`config.mk`:
```
export PLATFORM = sky130hd
export DESIGN_NAME = vfom_fifo
export DESIGN_NICKNAME = d
export VERILOG_FILES = /design/src/rtl/vfom_fifo.sv
export SDC_FILE = /design/constraint.sdc
export NUM_CORES = 1
export LEC_CHECK = 0
export BUFFER_PORTS_ARGS = -buffer_cell sky130_fd_sc_hd__buf_2
export CAP_MARGIN = 40
export CORE_MARGIN = 3
export CORE_UTILIZATION = 45
export DETAILED_ROUTE_END_ITERATION = 12
export GPL_ROUTABILITY_DRIVEN = 1
export PLACE_DENSITY = 0.65
export SLEW_MARGIN = 20
export SYNTH_ARGS = -nofsm -noshare
export SYNTH_HDL_FRONTEND = slang
export SYNTH_SLANG_ARGS = --single-unit
```
`constraint.sdc`:
```
create_clock -name clk -period 1.2 [get_ports clk]
set_input_delay 0.06 -clock clk [delete_from_list [all_inputs] [get_ports clk]]
set_output_delay 0.06 -clock clk [all_outputs]
set_load 0.005 [all_outputs]
```
`src/rtl/vfom_fifo.sv`:
```
// Small register FIFO with fill level; DEPTH must be a power of two.
// Standalone; no package needed.
module vfom_fifo #(
    parameter int WIDTH = 8,
    parameter int DEPTH = 4
) (
    input  logic                       clk,
    input  logic                       rst_n,
    input  logic                       wr_en,
    input  logic [WIDTH-1:0]           wr_data,
    input  logic                       rd_en,
    output logic [WIDTH-1:0]           rd_data,
    output logic [$clog2(DEPTH+1)-1:0] level
);

    localparam int PW = $clog2(DEPTH);
    localparam int LW = $clog2(DEPTH + 1);

    logic [WIDTH-1:0] mem [DEPTH];
    logic [PW-1:0]    wr_ptr_reg;
    logic [PW-1:0]    wr_ptr_next;
    logic [PW-1:0]    rd_ptr_reg;
    logic [PW-1:0]    rd_ptr_next;
    logic [LW-1:0]    level_reg;
    logic [LW-1:0]    level_next;

    // Pointer and level update
    always_comb
    begin
        wr_ptr_next = wr_en ? wr_ptr_reg + PW'(1) : wr_ptr_reg;
        rd_ptr_next = rd_en ? rd_ptr_reg + PW'(1) : rd_ptr_reg;
        level_next  = level_reg;
        if (wr_en && !rd_en)
        begin
            level_next = level_reg + LW'(1);
        end
        else if (rd_en && !wr_en)
        begin
            level_next = level_reg - LW'(1);
        end
    end

    always_ff @(posedge clk or negedge rst_n)
    begin
        if (!rst_n)
        begin
            wr_ptr_reg <= '0;
            rd_ptr_reg <= '0;
            level_reg  <= '0;
        end
        else
        begin
            wr_ptr_reg <= wr_ptr_next;
            rd_ptr_reg <= rd_ptr_next;
            level_reg  <= level_next;
        end
    end

    // Storage
    always_ff @(posedge clk)
    begin
        if (wr_en)
        begin
            mem[wr_ptr_reg] <= wr_data;
        end
    end

    assign rd_data = mem[rd_ptr_reg];
    assign level   = level_reg;

endmodule

```
==> flow_summary.ini, run 1 <==
[sta]
final-setup-viol-count = 34
hold_viol = 0
timing.final.crit_period_ns = 1.57
fin_skew_ns = 0.00501
slew_violations = 0
tightestPinTransition_ns = 0.429
rsz0062_at_grt = yes
setup_slack_ns = -0.366
max_freq_mhz = 639
fin_crit_sh_pct = 130
relSlewSlack_pct = 71.4

[synthesis]
synth_nets = 92
yosys_warnings = 0
synth_cells = 74
post-synth-top-area-fraction_pct = 62.6
synth_edf_count = 32
synth_common_cells = edfxtp_1 (32), mux4_2 (8), dfrtp_1 (7)
ys_top_cells_by_area = edfxtp_1 (63%), mux4_2 (12%), dfrtp_1 (11%)
netlist_area_um2 = 1540
async_flop_share_pct = 17.9
synth_ff_type = edfxtp_1
synth_most_common_cell = edfxtp_1
synth-seq-area-share_pct = 74.0
ys_types = 15
syn_avg_cell_area_um2 = 20.7
yosysTopAreaCell = edfxtp_1
ys_seq_elements = 39

[critical_path]
crit_required_ns = 1.14
start_kind = flop
cp.arrival_ns = 1.51
worstSetupEndpointType = output port
crit_fanout = 4
regToRegSetupSlack_ns = -0.06
critPathKind = reg2out

[clock_tree]
clkTransAtPathRegs_ns = 0.10
clock_latency_ns = 0.33
htreeDepth = 2
cts_tree = built
clk_path_buf_depth = 2
numCtsBuffers = 5
root_buffer = clkbuf_4
cts_num_sinks = 39

[pwr]
internal-power_w = 0.00303
ir_drop_mv = 1.16
leakage_nw = 0.788
clockPowerShare_pct = 13.7
power.switching_w = 0.00128
p_per_area_nw_per_um2 = 2100
p_seq_share_pct = 47.2
sw_frac_of_total_pct = 29.6
pwr-share-comb_pct = 39.1

[route]
initialDrtViolationCount = 21
wirelength_um = 2670
post-route-drc-count = 0
postRouteAntennaNets = 0
wl_per_cell_um = 15.6
via_per_inst = 4.74
drt-pass1-iter-count = 3
vias = 811

[run_status]
status = finished with violations
violations = setup timing

[cells_and_area]
antenna_cells = 0
fin_area_um2 = 2050
area_growth_pct = 33.3
nets = 145
drive_above_1_share_pct = 51.2
final_util_pct = 64.9
largest_reg_flops = 32

[grt]
grt_pass1_wl_um = 4260
grt_pass1_vias = 887
track_usage_pct = 14.4
antenna_found_initial = 0
grt_max_degree = 12
gr-total-overflow = 0

[placement]
dp_hpwl_um = 1740
portBuffers = 22
placed_area_um2 = 1790
place.gp.congestion = 0.714

[die]
ios = 23
rows = 20
initial_core_util_pct = 48.7
core-area_um2 = 3150
die_x_um = 64.4
chipHeight_um = 64.4
dieArea_um2 = 4150

[run]
drv_cap = 0

[hold_path]
hold_class = in2reg
## power by group through the flow
stage,combinational [W],sequential (W),clock (W)
6_report,0.00169,0.00203,0.000590
2_1_floorplan,0.000825,0.00195,0
3_3_place_gp,0.00131,0.00202,0
5_1_grt,0.00184,0.00208,0.000666
3_5_place_dp,0.00136,0.00204,0
4_1_cts,0.00155,0.00201,0.000616
## final timing paths
kind,from,endpoint,depth (start not counted)
min reg2reg,level[2]$_DFFE_PN0P_,level[2]$_DFFE_PN0P_,1
max in group asynchronous,rst_n,wr_ptr_reg[0]$_DFFE_PN0P_,2
min,wr_en,wr_ptr_reg[0]$_DFFE_PN0P_,3
max reg2reg,level[1]$_DFFE_PN0P_,level[1]$_DFFE_PN0P_,2
max,rd_ptr_reg[0]$_DFFE_PN0P_,rd_data[1],3
min in group asynchronous,rst_n,level[1]$_DFFE_PN0P_,2
## per-stage QoR
| stage | setup WS [ns] | hold WS [ns] | std cells | power (W) | TNS [ns] |
|---|---|---|---|---|---|
| CTS | -0.394 | 0.0417 | 171 | 0.00418 | -3.16 |
| finish | -0.366 | 0.0511 | 171 | 0.00431 | -3.67 |
| floorplan | -0.0192 | -0.236 | 74 | 0.00278 | -0.0218 |
| global placement | -0.0761 | -0.100 | 151 | 0.00334 | -1.17 |
| detailed placement | -0.120 | -0.0980 | 151 | 0.00339 | -2.67 |
| global route | -0.451 | 0.0703 | 171 | 0.00458 | -4.96 |
## placed cells by master, fill, tap and decap left out, drive strengths merged
master / netlist / layout
fa: 1 / 1
xnor2: 2 / 2
dfrtp: 7 / 7
clkinv: 0 / 2
o21ai: 1 / 1
and2: 4 / 4
ha: 5 / 5
xor2: 4 / 4
inv: 4 / 4
nor2: 1 / 1
mux2: 1 / 1
nand2: 2 / 2
clkbuf: 0 / 5
edfxtp: 32 / 32
buf: 2 / 38
dlygate4sd3: 0 / 10
mux4: 8 / 8
## cell families after synthesis
family | share of synthesized area [%]
xor gates and xnor gates | 3.42
buffers and inverters | 2.04
DFF | 74.0
and+or+nand+nor | 2.36
AOI/OAI and AO/OA | 0.326
adders and majority gates | 5.38
muxes | 12.5
## routing by layer
metal  track usage [%]  share of wire, %
met1              16.4                40
met2              24.9                54
met3              4.68               4.0
met4              6.33               2.0
met5                 0                 0
## final cells by class
| class | instances | area (µm²) |
|---|---|---|
| flip-flops and latches | 39 | 1140 |
| fillers | 245 | 1110 |
| multi-input cells | 29 | 434 |
| repair buffers | 48 | 357 |
| well taps | 44 | 55.1 |
| clock buffers | 5 | 37.5 |
| inverters | 4 | 17.5 |
| clock inverters | 2 | 8.76 |
## worst max-delay path, stage by stage, from the launching register on
cell	delay, ns
dfrtp_1	0.38
buf_4	0.15
mux4_2	0.50
buf_2	0.14
## repair_timing
action	in CTS	in global routing
gates resized for setup	11	14
endpoints found under the hold margin	40	0
hold buffers	10	0
gates cloned	0	0
buffers inserted	3	0
endpoints found under the setup margin	42	38
pin swaps	1	3
Note: power is estimated with default switching activity, not from simulation.
==> inputs of run 2 (changes only) <==
--- a/config.mk
+++ b/config.mk
@@ -12,6 +12,7 @@
 export DETAILED_ROUTE_END_ITERATION = 12
 export GPL_ROUTABILITY_DRIVEN = 1
 export PLACE_DENSITY = 0.65
+export REMOVE_ABC_BUFFERS = 1
 export SLEW_MARGIN = 20
 export SYNTH_ARGS = -nofsm -noshare
 export SYNTH_HDL_FRONTEND = slang
==> flow_summary.ini, run 2 (synthesized netlist as in run 1, its figures left out) <==
[die]
rows = 20
core-area_um2 = 3150
die_x_um = 64.4
initial_core_util_pct = 48.7
ios = 23
chipHeight_um = 64.4
dieArea_um2 = 4150

[route]
wirelength_um = 2730
wl_met2_um = 1450
drt-pass1-iter-count = 4
post-route-drc-count = 0
wl_met3_um = 108
drt-met1-wl_um = 1130
postRouteAntennaNets = 0
vias = 828
wl_per_cell_um = 15.9
via_per_inst = 4.81
dr.max_layer_used = met4
initialDrtViolationCount = 32

[sta]
max_freq_mhz = 635
final-setup-viol-count = 23
relSlewSlack_pct = 72.8
tightestPinTransition_ns = 0.409
rsz0062_at_grt = yes
fin_crit_sh_pct = 131
fin_skew_ns = 0.00570
setup_slack_ns = -0.374
hold_viol = 0
slew_violations = 0
timing.final.crit_period_ns = 1.57

[cells_and_area]
area_growth_pct = 36.3
drive_above_1_share_pct = 53.1
antenna_cells = 0
layoutNonFillerInstCount = 172
final_cell_mix = edfxtp_1 (32), buf_2 (21), buf_4 (11)
nets = 145
layout_commonest_cell = edfxtp_1
fin_area_um2 = 2090
largest_reg_flops = 32

[critical_path]
crit_path_cell_trace = buf_4, mux4_2, buf_2
regToRegSetupSlack_ns = -0.06
worstSetupEndpoint = rd_data[1]
crit_path_start = rd_ptr_reg[0]$_DFFE_PN0P_
cp.arrival_ns = 1.51
critPathSlowestCell = mux4_2
rr_endpoint = level[2]$_DFFE_PN0P_
critPathKind = reg2out
crit_fanout = 4
start_kind = flop
crit_required_ns = 1.14
worstSetupEndpointType = output port
reg2reg_from = level[0]$_DFFE_PN0P_
cp_num_cells = 3
critPathBufInv = 2
cp_top_family = multiplexers
cpPeakStageDelay_ns = 0.49
reg2reg_depth = 4

[grt]
grt_max_degree = 13
antenna_found_initial = 0
grt_pass1_vias = 880
gr-total-overflow = 0
track_usage_pct = 15.0
grt_pass1_wl_um = 4360

[placement]
placed_area_um2 = 1820
portBuffers = 22
place_inst = 151
dp_hpwl_um = 1780
post-place-ws_ns = -0.136
place.gp.congestion = 0.651

[clock_tree]
clkTransAtPathRegs_ns = 0.11
clock_latency_ns = 0.34
root_buffer = clkbuf_4
clk_path_buf_depth = 2
cts_num_sinks = 39
cts_tree = built
htreeDepth = 2
numCtsBuffers = 5

[hold_path]
hold_class = in2reg

[pwr]
clockPowerShare_pct = 19.6
power.switching_w = 0.00131
p_total_w = 0.00465
p_per_area_nw_per_um2 = 2220
p_seq_share_pct = 43.8
sw_frac_of_total_pct = 28.1
pwr-share-comb_pct = 36.5
internal-power_w = 0.00334
ir_drop_mv = 1.40
leakage_nw = 0.806

[run]
drv_cap = 0

[run_status]
status = finished with violations
violations = setup timing
## run 2: cell types whose count changed in the layout (fill, tap and decap cells not counted), sizes merged
cell,previous run,this run
bufinv,0,1
clkbuf,5,6
clkinv,2,1
## run 2: power by group through the flow
stage                     registers (W)  logic, W  clock network (W)
after global placement          0.00203   0.00138                  0
after detailed placement        0.00205   0.00144                  0
after CTS                       0.00202   0.00151           0.000943
after floorplan                 0.00206  0.000660                  0
after global routing            0.00208   0.00185            0.00101
final                           0.00204   0.00170           0.000913
## run 2: area by class of cell
type / count / area, µm²
timing repair buffer: 48 / 373
clock buffer: 6 / 51.3
fill: 228 / 1060
tap: 44 / 55.1
inverter: 4 / 20.0
multi-input combinational: 29 / 420
sequential: 39 / 1140
clock inverter: 2 / 35.0
## run 2: metal layers
| metal | vias to the layer above | GRT usage (%) |
|---|---|---|
| li1 | 386 | - |
| met1 | 417 | 17.5 |
| met2 | 18 | 24.2 |
| met3 | 7 | 6.41 |
| met4 | 0 | 6.33 |
| met5 | - | 0 |
## run 2: what timing repair did
item | 4_1_cts | 5_1_grt
pin swaps | 6 | 4
endpoints found under the hold margin | 40 | 0
setup buffers | 1 | 3
endpoints found under the setup margin | 42 | 34
hold buffers | 10 | 0
resized for setup | 11 | 13
## run 2: through the flow
stage / hold slack [ns] / util, % / setup TNS, ns
5_1_grt: 0.0336 / 66.4 / -4.91
3_5_place_dp: -0.0964 / 57.7 / -2.81
2_1_floorplan: -0.236 / - / -0.494
6_report: 0.0506 / 66.4 / -3.30
3_3_place_gp: -0.0975 / 57.7 / -1.74
4_1_cts: 0.0262 / 63.8 / -3.55
## run 2: how the worst min path moves through the flow
stage	from	endpoint	slack, ns	cells after the start
after floorplan	rst_n	level[0]$_DFFE_PN0P_	-0.24	0
after global placement	rst_n	level[1]$_DFFE_PN0P_	-0.1	1
after detailed placement	rst_n	level[1]$_DFFE_PN0P_	-0.1	1
after CTS	wr_en	wr_ptr_reg[0]$_DFFE_PN0P_	0.03	3
after global routing	wr_en	wr_ptr_reg[0]$_DFFE_PN0P_	0.03	3
final	wr_en	wr_ptr_reg[0]$_DFFE_PN0P_	0.05	3
## run 2: worst register-to-register path: cells and delay by family (launching register included)
family | cells | cell delay, ns
flip-flops | 1 | 0.42
XOR/XNOR | 2 | 0.31
AND/OR/NAND/NOR | 1 | 0.11
adder cells (fa/ha/maj) | 1 | 0.36
==> inputs of run 3 (changes only) <==
--- a/config.mk
+++ b/config.mk
@@ -5,13 +5,14 @@
 export SDC_FILE = /design/constraint.sdc
 export NUM_CORES = 1
 export LEC_CHECK = 0
+export ABC_AREA = 1
 export BUFFER_PORTS_ARGS = -buffer_cell sky130_fd_sc_hd__buf_2
 export CAP_MARGIN = 40
 export CORE_MARGIN = 3
 export CORE_UTILIZATION = 45
 export DETAILED_ROUTE_END_ITERATION = 12
 export GPL_ROUTABILITY_DRIVEN = 1
-export PLACE_DENSITY = 0.65
+export PLACE_DENSITY = 0.64
 export REMOVE_ABC_BUFFERS = 1
 export SLEW_MARGIN = 20
 export SYNTH_ARGS = -nofsm -noshare
==> flow_summary.ini, run 3 <==
[grt]
antenna_found_initial = 0
grtUsageMet3_pct = 4.49
grt-busiest-layer = met2
track_usage_pct = 15.2
grt_pass1_vias = 1017
use_met2_pct = 25.9
gr-total-overflow = 0
use_met1_pct = 18.4
grt_pass1_wl_um = 4870
grt_max_degree = 35

[placement]
portBuffers = 22
dp_hpwl_um = 2060
placed_area_um2 = 1930
place.gp.congestion = 0.659

[cells_and_area]
largest_reg_flops = 32
nets = 205
drive_above_1_share_pct = 33.5
final_cell_mix = nand2_1 (32), edfxtp_1 (32), inv_1 (22), buf_2 (22), o211ai_1 (15)
final_util_pct = 63.1
fill_cells = 266
area_growth_pct = 30.0
antenna_cells = 0
fin_area_um2 = 2210

[hold_path]
holdCritStartpoint = wr_data[1]
whs_endpoint = mem[1][1]$_DFFE_PP_
worstHoldPathCells = 1
hold_class = in2reg

[critical_path]
crit_fanout = 34
crit_path_cell_trace = buf_12, o211ai_1, nand2_1, buf_2
cp_top_family = flip-flops
regToRegSetupSlack_ns = -0.01
critPathKind = reg2out
reg2reg_from = wr_ptr_reg[1]$_DFFE_PN0P_
rr_endpoint = mem[0][7]$_DFFE_PP_
critPathSlowestCell = dfrtp_1
cp.arrival_ns = 1.27
start_kind = flop
crit_path_start = rd_ptr_reg[0]$_DFFE_PN0P_
reg2reg_depth = 5
cpPeakStageDelay_ns = 0.40
crit_required_ns = 1.14
critPathBufInv = 2
worstSetupEndpointType = output port

[synthesis]
synth_ff_type = edfxtp_1
ys_seq_elements = 39
async_flop_share_pct = 17.9
yosysTopAreaCell = edfxtp_1
post-synth-top-area-fraction_pct = 56.6
yosys_warnings = 0
synth_cells = 139
ys_types = 17
ys_top_cells_by_area = edfxtp_1 (57%), dfrtp_1 (10%), nand2_1 (8.2%)
synth_most_common_cell = nand2_1
netlist_area_um2 = 1700
syn_avg_cell_area_um2 = 12.2
synth_edf_count = 32
synth-seq-area-share_pct = 67.0
synth_common_cells = nand2_1 (37), edfxtp_1 (32), inv_1 (27)

[route]
wirelength_um = 3130
post-route-drc-count = 0
via_per_inst = 4.67
wl_per_cell_um = 13.4
drt-pass1-iter-count = 4
postRouteAntennaNets = 0
vias = 1093
initialDrtViolationCount = 61

[clock_tree]
clkTransAtPathRegs_ns = 0.07
clk_path_buf_depth = 2
root_buffer = clkbuf_8
htreeDepth = 2
numCtsBuffers = 5
cts_num_sinks = 39
clock_latency_ns = 0.28
cts_tree = built

[sta]
rsz0062_at_grt = yes
timing.final.crit_period_ns = 1.33
fin_setup_tns_ns = -0.859
setup_slack_ns = -0.129
fin_crit_sh_pct = 111
relSlewSlack_pct = 82.4
max_freq_mhz = 753
final-setup-viol-count = 13
tightestPinTransition_ns = 0.264
whs_ns = 0.00700
hold_viol = 0
fin_skew_ns = 0.00523
slew_violations = 0

[pwr]
leakage_nw = 0.970
ir_drop_mv = 1.37
p_per_area_nw_per_um2 = 2200

[run]
drv_cap = 0

[die]
core-area_um2 = 3490
initial_core_util_pct = 48.5
chipHeight_um = 67.4
rows = 21
ios = 23
die_x_um = 67.4
dieArea_um2 = 4540

[run_status]
violations = setup timing
status = finished with violations
[run 3: per-layer routing]
layer  up-vias  part of all wire [%]  wire length (µm)
li1        557                     -                 -
met1       515                    43              1350
met2        15                    52              1640
met3         6                   3.4               105
met4         0                   1.3                41
met5         -                     0                 0
[run 3: logic make-up after synthesis]
family / after synthesis / share of synthesized area, %
flops: 39 / 67.0
simple gates: 39 / 8.85
buf+inv: 34 / 9.59
fa+ha+maj: 6 / 4.87
compound gates: 17 / 7.67
xor+xnor: 4 / 2.07
[run 3: where the power goes]
group | internal (W) | switching, W | leakage, nW
logic | 0.000980 | 0.00102 | 0.553
clock network | 0.000408 | 0.000419 | 0.0422
registers | 0.00182 | 0.000205 | 0.375
total | 0.00321 | 0.00165 | 0.970
[run 3: metrics by stage]
stage | total power [W] | setup WS [ns] | cells
floorplan | 0.00288 | -0.0315 | 133
global route | 0.00520 | -0.199 | 234
global placement | 0.00366 | -0.00852 | 214
detailed placement | 0.00374 | -0.0406 | 214
finish | 0.00485 | -0.129 | 234
CTS | 0.00466 | -0.117 | 232
[run 3: how the worst max path moves through the flow]
stage	slack, ns	end	depth (start not counted)
floorplan	-0.03	rd_ptr_reg[1]$_DFFE_PN0P_	2
global route	-0.20	rd_data[0]	4
finish	-0.13	rd_data[1]	4
CTS	-0.12	rd_data[2]	4
global placement	-0.009	mem[2][4]$_DFFE_PP_	5
detailed placement	-0.04	mem[0][3]$_DFFE_PP_	5
[run 3: what timing repair did]
action | CTS | global route
gates resized for setup | 6 | 21
endpoints found under the hold margin | 35 | 0
endpoints found under the setup margin | 33 | 38
cloned | 0 | 0
hold buffers | 8 | 0
buffers inserted | 2 | 2
pin swaps | 0 | 16
[run 3: layout make-up]
| class | instances | area, µm² | area share (%) |
|---|---|---|---|
| Sequential cell | 39 | 1140 | 51.6 |
| Multi-Input combinational cell | 66 | 450 | 20.4 |
| Timing Repair Buffer | 47 | 365 | 16.6 |
| Inverter | 28 | 113 | 5.10 |
| Clock buffer | 7 | 76.3 | 3.46 |
| Tap cell | 46 | 57.6 | 2.61 |
| Clock inverter | 1 | 5.00 | 0.227 |
